===== src/hw/rtl/assert_macros.svh =====
// Assertion helpers for the RTL.
`ifndef ASSERT_MACROS_SVH
`define ASSERT_MACROS_SVH
// Implication checked on every rising clock edge outside reset.
`define ASSERT_IMPL(label, clk_s, rst_n, ante, cons, msg) \
	label: assert property (@(posedge clk_s) disable iff (!rst_n) (ante) |-> (cons)) \
		else $error(msg);
// Next-cycle implication checked outside reset.
`define ASSERT_NEXT(label, clk_s, rst_n, ante, cons, msg) \
	label: assert property (@(posedge clk_s) disable iff (!rst_n) (ante) |=> (cons)) \
		else $error(msg);
`endif


===== src/hw/rtl/i2cm_pkg.sv =====
//------------------------------------------------------------------------------
// i2cm_pkg
// Types and constants shared by the I2C master transaction engine.
//------------------------------------------------------------------------------
`default_nettype none
package i2cm_pkg;
	localparam logic [1:0] CMD_TICK  = 2'd0;
	localparam logic [1:0] CMD_BEGIN = 2'd1;
	localparam logic [1:0] CMD_SUPPLY = 2'd2;

	localparam logic [2:0] ST_IDLE = 3'd0;
	localparam logic [2:0] ST_BUSY = 3'd1;
	localparam logic [2:0] ST_DONE = 3'd2;
	localparam logic [2:0] ST_ACKERR = 3'd3;
	localparam logic [2:0] ST_TIMEOUT = 3'd4;

	localparam logic [7:0] MSB_MASK = 8'h80;
	localparam int unsigned BYTE_BITS = 8;

	localparam int unsigned REG_WAIT_LIMIT = 0;

	typedef struct packed {
		logic [1:0] command;
		logic [6:0] slave_address;
		logic [7:0] write_count;
		logic [7:0] read_count;
		logic [7:0] write_byte;
		logic       scl_in;
		logic       sda_in;
	} in_item_t;

	typedef struct packed {
		logic       scl_pull_low;
		logic       sda_pull_low;
		logic       byte_wanted;
		logic       read_valid;
		logic [7:0] read_byte;
		logic       read_last;
		logic [2:0] status;
	} out_item_t;
endpackage
`default_nettype wire


===== src/hw/rtl/i2cm_stream_if.sv =====
//------------------------------------------------------------------------------
// i2cm_stream_if
// Valid/ready channel carrying one beat of a given payload type.
//------------------------------------------------------------------------------
`default_nettype none
interface i2cm_stream_if #(parameter type payload_t = logic) ();
	logic     valid;
	logic     ready;
	payload_t data;
	modport source (output valid, output data, input ready);
	modport sink (input valid, input data, output ready);
endinterface
`default_nettype wire


===== src/hw/rtl/i2cm_apb_regs.sv =====
//------------------------------------------------------------------------------
// i2cm_apb_regs
// APB register file holding the wait limit.
//------------------------------------------------------------------------------
`default_nettype none
module i2cm_apb_regs
	import i2cm_pkg::*;
(
	input  wire logic        clk,
	input  wire logic        arst_n,
	input  wire logic        psel,
	input  wire logic        penable,
	input  wire logic        pwrite,
	input  wire logic [1:0]  paddr,
	input  wire logic [31:0] pwdata,
	output logic      [31:0] prdata,
	output logic             pready,
	output logic      [7:0]  wait_limit
);
	logic [7:0] wait_limit_q;

	assign pready = 1'b1;
	assign wait_limit = wait_limit_q;

	always_ff @(posedge clk or negedge arst_n) begin
		if (!arst_n) begin
			wait_limit_q <= 8'hff;
		end else if (psel && penable && pwrite && paddr == 2'(REG_WAIT_LIMIT * 4)) begin
			wait_limit_q <= pwdata[7:0];
		end
	end

	always_comb begin
		prdata = '0;
		if (paddr == 2'(REG_WAIT_LIMIT * 4)) prdata = {24'd0, wait_limit_q};
	end
endmodule
`default_nettype wire


===== src/hw/rtl/i2cm_core.sv =====
//------------------------------------------------------------------------------
// i2cm_core
// Bus sequencer: one micro-operation per accepted beat, registered result.
//------------------------------------------------------------------------------
`default_nettype none
module i2cm_core
	import i2cm_pkg::*;
(
	input  wire logic      clk,
	input  wire logic      arst_n,
	input  wire logic [7:0] wait_limit,
	i2cm_stream_if.sink    in_ch,
	i2cm_stream_if.source  out_ch
);
	`include "assert_macros.svh"

	typedef enum logic [2:0] {
		PH_IDLE, PH_START, PH_ADDR, PH_WAIT_BYTE, PH_WDATA, PH_READ, PH_STOP, PH_CLOSE
	} phase_t;
	typedef enum logic [3:0] {
		OP_SCL_LO, OP_SCL_HI, OP_SDA_LO, OP_SDA_HI, OP_SDA_BIT, OP_SDA_ACK,
		OP_DELAY, OP_REL_DELAY, OP_SAMPLE
	} op_t;

	phase_t     phase_q, ph_n;
	logic [5:0] step_q, step_n;
	logic [7:0] shift_q, shift_n, writes_q, writes_n, reads_q, reads_n, wait_q, wait_n;
	logic [6:0] addr_q, addr_n;
	logic       tmo_q, tmo_n, scl_q, scl_n, sda_q, sda_n;
	logic [2:0] last_q, last_n;
	logic       out_valid_q;
	out_item_t  out_q, res;
	in_item_t   it;
	logic       take;
	op_t        op;
	logic [2:0] m5, m4;
	logic [5:0] bm;
	logic       lw_on, lw_scl, lw_lvl, smp, done;
	logic [7:0] wait_inc;

	function automatic logic [2:0] mod5(input logic [5:0] v);
		logic [5:0] r;
		r = v;
		if (r >= 6'd40) r = r - 6'd40;
		if (r >= 6'd20) r = r - 6'd20;
		if (r >= 6'd10) r = r - 6'd10;
		if (r >= 6'd5) r = r - 6'd5;
		return r[2:0];
	endfunction

	assign it = in_ch.data;
	assign in_ch.ready = !out_valid_q || out_ch.ready;
	assign take = in_ch.valid && in_ch.ready;
	assign out_ch.valid = out_valid_q;
	assign out_ch.data = out_q;

	always_comb begin
		m5 = mod5(step_q);
		m4 = 3'(step_q[1:0]);
		op = OP_DELAY;
		unique case (phase_q)
			PH_START: begin
				bm = (step_q < 6'd5) ? step_q : 6'd4;
				unique case (bm[2:0])
					3'd0: op = OP_SCL_HI;
					3'd1: op = OP_SDA_HI;
					3'd3: op = OP_SDA_LO;
					default: op = OP_DELAY;
				endcase
			end
			PH_STOP: begin
				bm = (step_q < 6'd7) ? step_q : 6'd6;
				unique case (bm[2:0])
					3'd0: op = OP_SCL_LO;
					3'd2: op = OP_SDA_LO;
					3'd3: op = OP_SCL_HI;
					3'd5: op = OP_SDA_HI;
					default: op = OP_DELAY;
				endcase
			end
			PH_ADDR, PH_WDATA: begin
				bm = step_q - 6'd40;
				if (step_q < 6'd40) begin
					unique case (m5)
						3'd0: op = OP_SCL_LO;
						3'd2: op = OP_SDA_BIT;
						3'd3: op = OP_SCL_HI;
						default: op = OP_DELAY;
					endcase
				end else begin
					unique case ((bm < 6'd4) ? bm[1:0] : 2'd3)
						2'd0: op = OP_SCL_LO;
						2'd1: op = OP_REL_DELAY;
						2'd2: op = OP_SCL_HI;
						default: op = OP_SAMPLE;
					endcase
				end
			end
			PH_READ: begin
				bm = step_q - 6'd32;
				if (step_q < 6'd32) begin
					unique case (m4[1:0])
						2'd0: op = OP_SCL_LO;
						2'd1: op = OP_REL_DELAY;
						2'd2: op = OP_SCL_HI;
						default: op = OP_SAMPLE;
					endcase
				end else begin
					unique case ((bm < 6'd5) ? bm[2:0] : 3'd4)
						3'd0: op = OP_SCL_LO;
						3'd2: op = OP_SDA_ACK;
						3'd3: op = OP_SCL_HI;
						default: op = OP_DELAY;
					endcase
				end
			end
			default: bm = '0;
		endcase
	end

	always_comb begin
		ph_n = phase_q; step_n = step_q; shift_n = shift_q; addr_n = addr_q;
		writes_n = writes_q; reads_n = reads_q; wait_n = wait_q; tmo_n = tmo_q;
		last_n = last_q; scl_n = scl_q; sda_n = sda_q;
		res = '0;
		lw_on = 1'b0; lw_scl = 1'b0; lw_lvl = 1'b0; smp = 1'b0; done = 1'b1;
		wait_inc = wait_q + 8'd1;
		if (it.command == CMD_BEGIN) begin
			if (phase_q == PH_IDLE) begin
				addr_n = it.slave_address; writes_n = it.write_count;
				reads_n = it.read_count; tmo_n = 1'b0; wait_n = '0; step_n = '0;
				scl_n = 1'b0; sda_n = 1'b0; ph_n = PH_START; last_n = ST_BUSY;
			end
		end else if (it.command == CMD_SUPPLY) begin
			if (phase_q == PH_WAIT_BYTE) begin
				shift_n = it.write_byte; ph_n = PH_WDATA; step_n = '0;
			end
		end else if (phase_q == PH_CLOSE) begin
			scl_n = 1'b0; sda_n = 1'b0; ph_n = PH_IDLE;
		end else if (phase_q != PH_IDLE && phase_q != PH_WAIT_BYTE) begin
			unique case (op)
				OP_SCL_LO: begin lw_on = 1'b1; lw_scl = 1'b1; lw_lvl = 1'b0; end
				OP_SCL_HI: begin lw_on = 1'b1; lw_scl = 1'b1; lw_lvl = 1'b1; end
				OP_SDA_LO: begin lw_on = 1'b1; lw_lvl = 1'b0; end
				OP_SDA_HI: begin lw_on = 1'b1; lw_lvl = 1'b1; end
				OP_SDA_BIT: begin lw_on = 1'b1; lw_lvl = |(shift_q & MSB_MASK); end
				OP_SDA_ACK: begin lw_on = 1'b1; lw_lvl = !(reads_q > 8'd1); end
				OP_REL_DELAY: sda_n = 1'b0;
				OP_SAMPLE: smp = 1'b1;
				default: ;
			endcase
			if (smp) shift_n = {shift_q[6:0], it.sda_in};
			if (lw_on) begin
				if (lw_scl) scl_n = !lw_lvl; else sda_n = !lw_lvl;
				if ((lw_scl ? it.scl_in : it.sda_in) == lw_lvl) begin
					wait_n = '0;
				end else if (wait_inc == wait_limit) begin
					tmo_n = 1'b1; wait_n = '0;
				end else begin
					wait_n = wait_inc; done = 1'b0;
				end
			end
			if (done) begin
				step_n = step_q + 6'd1;
				unique case (phase_q)
					PH_START: if (step_q >= 6'd4) begin
						shift_n = {addr_q, writes_q == 8'd0}; ph_n = PH_ADDR; step_n = '0;
					end
					PH_ADDR, PH_WDATA: begin
						if (step_q < 6'(5 * BYTE_BITS) && m5 == 3'd4) shift_n = {shift_q[6:0], 1'b0};
						if (step_q >= 6'd43) begin
							step_n = '0;
							if (shift_n[0]) begin
								last_n = ST_ACKERR; ph_n = PH_CLOSE;
							end else if (phase_q == PH_ADDR) begin
								if (writes_q != 8'd0) ph_n = PH_WAIT_BYTE;
								else if (reads_q != 8'd0) begin ph_n = PH_READ; shift_n = '0; end
								else ph_n = PH_STOP;
							end else begin
								writes_n = writes_q - 8'd1;
								ph_n = (writes_n != 8'd0) ? PH_WAIT_BYTE : PH_STOP;
							end
						end
					end
					PH_READ: begin
						if (step_q == 6'd31) begin
							res.read_valid = 1'b1; res.read_byte = shift_n;
							res.read_last = reads_q == 8'd1;
						end else if (step_q >= 6'd36) begin
							step_n = '0; shift_n = '0; reads_n = reads_q - 8'd1;
							if (reads_n == 8'd0) ph_n = PH_STOP;
						end
					end
					PH_STOP: if (step_q >= 6'd6) begin
						step_n = '0;
						if (reads_q != 8'd0) ph_n = PH_START;
						else begin
							last_n = tmo_q ? ST_TIMEOUT : ST_DONE; ph_n = PH_CLOSE;
						end
					end
					default: ;
				endcase
			end
		end
		res.scl_pull_low = scl_n;
		res.sda_pull_low = sda_n;
		res.byte_wanted = ph_n == PH_WAIT_BYTE;
		res.status = (ph_n == PH_IDLE) ? last_n : ST_BUSY;
	end

	always_ff @(posedge clk or negedge arst_n) begin
		if (!arst_n) begin
			phase_q <= PH_IDLE; step_q <= '0; shift_q <= '0; addr_q <= '0;
			writes_q <= '0; reads_q <= '0; wait_q <= '0; tmo_q <= 1'b0;
			last_q <= ST_IDLE; scl_q <= 1'b0; sda_q <= 1'b0; out_valid_q <= 1'b0;
		end else begin
			if (take) begin
				phase_q <= ph_n; step_q <= step_n; shift_q <= shift_n; addr_q <= addr_n;
				writes_q <= writes_n; reads_q <= reads_n; wait_q <= wait_n; tmo_q <= tmo_n;
				last_q <= last_n; scl_q <= scl_n; sda_q <= sda_n;
				out_valid_q <= 1'b1;
			end else if (out_ch.ready) begin
				out_valid_q <= 1'b0;
			end
		end
	end

	always_ff @(posedge clk) begin
		if (take) out_q <= res;
	end

	`ASSERT_NEXT(a_out_after_take, clk, arst_n, take, out_valid_q, "beat accepted but no result")
	`ASSERT_IMPL(a_idle_released, clk, arst_n, phase_q == PH_IDLE, !scl_q && !sda_q,
		"idle engine drives a line")
	`ASSERT_IMPL(a_idle_wait_clear, clk, arst_n, phase_q == PH_IDLE,
		wait_q == 8'd0, "wait counter left running in idle")
endmodule
`default_nettype wire


===== src/hw/rtl/i2c_master_transaction_engine.sv =====
//------------------------------------------------------------------------------
// i2c_master_transaction_engine
// I2C master with 7-bit addressing driven one bus tick per input beat.
//------------------------------------------------------------------------------
// Each input beat is one bus delay tick with pin samples, or a command; every
// beat yields one result beat in the cycle after it is taken, and a new beat
// is taken every cycle while the result register is free or being drained. The
// single sequencer step between the input handshake and the result register
// sets this rate of one beat per cycle.
`default_nettype none
module i2c_master_transaction_engine
	import i2cm_pkg::*;
(
	input  wire logic        clk,
	input  wire logic        arst_n,
	input  wire logic        psel,
	input  wire logic        penable,
	input  wire logic        pwrite,
	input  wire logic [1:0]  paddr,
	input  wire logic [31:0] pwdata,
	output logic      [31:0] prdata,
	output logic             pready,
	i2cm_stream_if.sink      in_ch,
	i2cm_stream_if.source    out_ch
);
	logic [7:0] wait_limit;

	i2cm_apb_regs u_regs (
		.clk, .arst_n, .psel, .penable, .pwrite, .paddr, .pwdata, .prdata, .pready,
		.wait_limit
	);

	i2cm_core u_core (
		.clk, .arst_n, .wait_limit, .in_ch, .out_ch
	);
endmodule
`default_nettype wire

===== src/flat_wrapper.sv =====
// flat-port wrapper written by rule: the top's interface ports become plain ports
module i2c_master_transaction_engine_flat import i2cm_pkg::*;
  (clk, arst_n, psel, penable, pwrite, paddr, pwdata, prdata, pready, in_ch_valid, in_ch_data, in_ch_ready, out_ch_valid, out_ch_data, out_ch_ready);
  i2cm_stream_if in_ch_i ();
  i2cm_stream_if out_ch_i ();
  input  wire logic clk;
  input  wire logic arst_n;
  input  wire logic psel;
  input  wire logic penable;
  input  wire logic pwrite;
  input  wire logic [1:0] paddr;
  input  wire logic [31:0] pwdata;
  output logic      [31:0] prdata;
  output logic pready;
  input wire logic [$bits(in_ch_i.valid)-1:0] in_ch_valid;
  input wire logic [$bits(in_ch_i.data)-1:0] in_ch_data;
  output wire logic [$bits(in_ch_i.ready)-1:0] in_ch_ready;
  output wire logic [$bits(out_ch_i.valid)-1:0] out_ch_valid;
  output wire logic [$bits(out_ch_i.data)-1:0] out_ch_data;
  input wire logic [$bits(out_ch_i.ready)-1:0] out_ch_ready;
  assign in_ch_i.valid = in_ch_valid;
  assign in_ch_i.data = in_ch_data;
  assign in_ch_ready = in_ch_i.ready;
  assign out_ch_valid = out_ch_i.valid;
  assign out_ch_data = out_ch_i.data;
  assign out_ch_i.ready = out_ch_ready;
  i2c_master_transaction_engine u_core (.clk(clk), .arst_n(arst_n), .psel(psel), .penable(penable), .pwrite(pwrite), .paddr(paddr), .pwdata(pwdata), .prdata(prdata), .pready(pready), .in_ch(in_ch_i), .out_ch(out_ch_i));
endmodule

===== config.mk =====
export PLATFORM = sky130hd
export DESIGN_NAME = i2c_master_transaction_engine_flat
export DESIGN_NICKNAME = d
export VERILOG_FILES = /design/src/hw/rtl/i2cm_pkg.sv /design/src/hw/rtl/i2cm_stream_if.sv /design/src/hw/rtl/i2cm_apb_regs.sv /design/src/hw/rtl/i2cm_core.sv /design/src/hw/rtl/i2c_master_transaction_engine.sv /design/src/flat_wrapper.sv
export VERILOG_INCLUDE_DIRS = /design/src /design/src/hw/rtl
export SDC_FILE = /design/constraint.sdc
export NUM_CORES = 1
export LEC_CHECK = 0
export BUFFER_PORTS_ARGS = -buffer_cell sky130_fd_sc_hd__buf_2
export CAP_MARGIN = 40
export CORE_AREA = 2 2 85 120
export CTS_CLUSTER_DIAMETER = 100
export CTS_CLUSTER_SIZE = 8
export DETAILED_ROUTE_END_ITERATION = 10
export DIE_AREA = 0 0 87 122
export HOLD_SLACK_MARGIN = 0.08
export PLACE_DENSITY = 0.72
export SYNTH_ARGS = -nofsm -noshare
export SYNTH_HDL_FRONTEND = slang
export SYNTH_SLANG_ARGS = --single-unit

===== constraint.sdc =====
create_clock -name clk -period 13.6 [get_ports clk]
set_input_delay 0.68 -clock clk [delete_from_list [all_inputs] [get_ports clk]]
set_output_delay 0.68 -clock clk [all_outputs]
set_load 0.01 [all_outputs]

==> results.tsv <==
metric	value	unit
status	complete, no violations	
final_antenna_net_count	0	
drv_slew	0	
clk_latency	0.30	ns
slew-limit-headroom	46.5	%
syn_to_final_growth	4.77	%
p_comb_share	34.8	%
grt_overflow	0	
clk_path_buf_depth	2	
rsz0062_at_grt	false	
postCtsSetupRepairBufs	0	
p_leak	2.10	nW
switchingPower	0.204	mW
routed_wl	11400	µm
crit_slowest_cell	dfrtp_1	
postSynthAreaPerCell	8.20	µm²
cts_root_buffer	clkbuf_16	
first_global_vias	4290	
critPathMaxFanout	17	
clock_sinks	52	
cp-start-kind	flop	
post-route-min-period	6.27	ns
crit_top_cell	nand2_1	
vias_per_cell	6.18	
dieArea	0.0106	mm²
antenna_cells	0	
antenna_found_initial	0	
clkPwrFrac	24.4	%
drive_above_1_share	12.5	%
grt_max_degree	52	
placed_area	0.00483	mm²
internal-power	0.322	mW
worst_pin_slew	0.802	ns
synthesis.area	0.00475	mm²
track_usage	22.7	%
ir_drop	0.000120	V
powerDensity	106	mW/mm²
portBuffers	28	
path_cells	clkinv_1 -> ha_1 -> a211o_1 -> a21oi_2 -> a311oi_1 -> or3_1 -> nand3_1 -> inv_1 -> ha_1 -> inv_1 -> nor2_1 -> o31ai_1 -> nand2_1 -> nand2_1 -> o311ai_1 -> a2111o_1 -> a22o_1 -> a211oi_1 -> o21ai_0 -> nand2_1 -> a211oi_1 -> or4_1	
core	0.00963	mm²
setup_tns	0	ns
place_congestion	0.928	
post-dp-hpwl	8540	µm
numCtsBuffers	5	
start_util	49.3	%
fmax	160	MHz
num_rows	43	
design_area	0.00497	mm²
nets	652	
wl_per_cell	16.2	µm
yosys_register_bits	52	
synth-edff-count	1	
cp_top_family	compound AO/OA/AOI/OAI gates	
slowest_delay	0.72	ns
setup_ws	7.33	ns
clk_pin_slew	0.07	ns
async_reset_ff_share	98.1	%
yosys.cell_types.count	82	
max_cap_viol_count	0	
hold_path.class	input port to asynchronous set/reset pin	
io_pins	78	
dr.pass1.iters	4	
finalSetupViolations	0	
min_period_over_period	46.1	%
cts_tree	yes	
synth_flop_cell	dfrtp_1	
skew	0.00668	ns
critPathKind	flop to flop	
dp_slack	7.46	ns
cts_resized	0	
path_buf_inv	3	
remaining_drc_errors	0	
power_frac_seq	40.8	%
seq_area_frac_synth	27.7	%
required	13.63	ns
synthCells	579	
via_count	4360	
drt_first_iter_violations	317	
synth_warnings	0	
crit_path_end_kind	flop	
hold_viol_final	0	
swShare	38.8	%
grt_pass1_wl	19600	µm
cts_hold_buf	0	
arrival	6.30	ns
htreeDepth	2	
die_w	87	µm
die_h	122	µm
final_util	51.7	%
## synth_stat cells (9+ instances only)
master,count,area share (%)
nor2_1,53,4.2
nand3_1,26,2.7
mux2_2,10,2.4
nor3_1,22,2.3
nand2_1,51,4.0
xnor2_1,22,4.1
a211oi_1,9,1.4
and2_1,16,2.1
dfrtp_1,43,23
clkbuf_1,9,0.71
a21oi_1,24,2.5
inv_1,24,1.9
ha_1,18,4.7
o21ai_0,24,2.5
nand2b_1,10,1.3
buf_4,26,4.1
xor2_1,15,2.8
## cell usage in the layout (no fill, tap or decap), types with 4 or more instances in the layout
cell type  instances
nor2_1            53
nand2_1           51
dfrtp_1           43
buf_2             28
nand3_1           26
conb_1            25
inv_1             24
a21oi_1           24
o21ai_0           24
nor3_1            22
xnor2_1           22
ha_1              18
and2_1            16
xor2_1            15
nand2b_1          10
mux2_2            10
a211oi_1           9
or3_1              8
o22ai_1            8
o21a_1             8
nor3b_1            8
dfstp_2            8
a31oi_1            7
o31ai_1            7
nor4_1             7
nor2b_1            6
nand4_1            6
o31a_1             5
o211ai_1           5
clkbuf_16          5
or2_1              4
o221ai_1           4
mux2i_1            4
## cells by family (layout without fill, tap and decap cells)
family                     Yosys count  count (layout)  share of synthesized area, %
other                                2              25                         0.158
muxes                               14              14                          3.21
DFF                                 52              52                          27.7
xor gates and xnor gates            37              37                          6.82
and+or+nand+nor                    236             236                          26.4
adders and majority gates           18              18                          4.74
AOI/OAI and AO/OA                  149             149                          22.8
buffers and inverters               71              62                          8.19
## worst paths after layout
kind,start,end,slack (ns),cells past startpoint
setup reg to reg,u_core.u_core.step_q[0],u_core.u_core.out_ch.data,7.33,22
setup / recovery,u_core.u_core.step_q[0],u_core.u_core.out_ch.data,7.33,22
min in group clk,u_core.u_core.last_q[0],u_core.u_core.last_q[0],0.50,2
max in group asynchronous,arst_n,u_core.u_core.shift_q[1],12.66,2
hold reg to reg,u_core.u_core.last_q[0],u_core.u_core.last_q[0],0.50,2
hold / removal,arst_n,u_core.u_core.reads_q[3],0.49,2
## registers in the layout, summed over array words and instances (netlist names)
| name | flops |
|---|---|
| u_core.u_core.wait_q | 8 |
| u_core.u_regs.wait_limit | 8 |
| u_core.u_core.phase_q | 3 |
| u_core.u_core.shift_q | 8 |
| u_core.u_core.last_q | 1 |
| u_core.u_core.out_ch.data | 1 |
| u_core.u_core.out_ch.valid | 1 |
| u_core.u_core.writes_q | 8 |
| u_core.u_core.reads_q | 8 |
| u_core.u_core.step_q | 6 |
## worst reg2reg max path: stages (launching register included)
cell and delay, ns:
dfrtp_1 0.72, clkinv_1 0.45, ha_1 0.38, a211o_1 0.29, a21oi_2 0.37, a311oi_1 0.14
or3_1 0.43, nand3_1 0.15, inv_1 0.11, ha_1 0.24, inv_1 0.08, nor2_1 0.04
o31ai_1 0.21, nand2_1 0.09, nand2_1 0.13, o311ai_1 0.12, a2111o_1 0.45, a22o_1 0.31
a211oi_1 0.42, o21ai_0 0.19, nand2_1 0.10, a211oi_1 0.04, or4_1 0.55
## metrics by stage
| step | std cells | total power [mW] | hold slack [ns] |
|---|---|---|---|
| 2_1_floorplan | 602 | 0.360 | 0.384 |
| 3_3_place_gp | 697 | 0.391 | 0.481 |
| 3_5_place_dp | 697 | 0.398 | 0.478 |
| 4_1_cts | 705 | 0.528 | 0.495 |
| 5_1_grt | 705 | 0.564 | 0.537 |
| 6_report | 705 | 0.526 | 0.489 |
## power groups by stage
| stage | logic, mW | clock network (mW) | registers (mW) |
|---|---|---|---|
| 2_1_floorplan | 0.164 | 0 | 0.196 |
| 3_3_place_gp | 0.175 | 0 | 0.216 |
| 3_5_place_dp | 0.180 | 0 | 0.217 |
| 4_1_cts | 0.182 | 0.132 | 0.214 |
| 5_1_grt | 0.207 | 0.138 | 0.219 |
| 6_report | 0.183 | 0.128 | 0.215 |
## final cells by class
cell class / instances / area (µm²)
repair buffers: 29 / 148
clock buffers: 5 / 125
fillers: 914 / 4660
clock inverters: 3 / 22.5
multi-input cells: 479 / 3130
well taps: 112 / 140
flip-flops and latches: 52 / 1320
inverters: 25 / 93.8
## metal layers
metal / global-route usage [%] / wire, µm / vias up
li1: - / - / 2101
met2: 40.1 / 5960 / 128
met3: 2.98 / 398 / 36
met4: 13.3 / 527 / 0
met1: 25.5 / 4520 / 2095
met5: 0 / 0 / -
No activity file was read; power rests on OpenSTA's default activity.
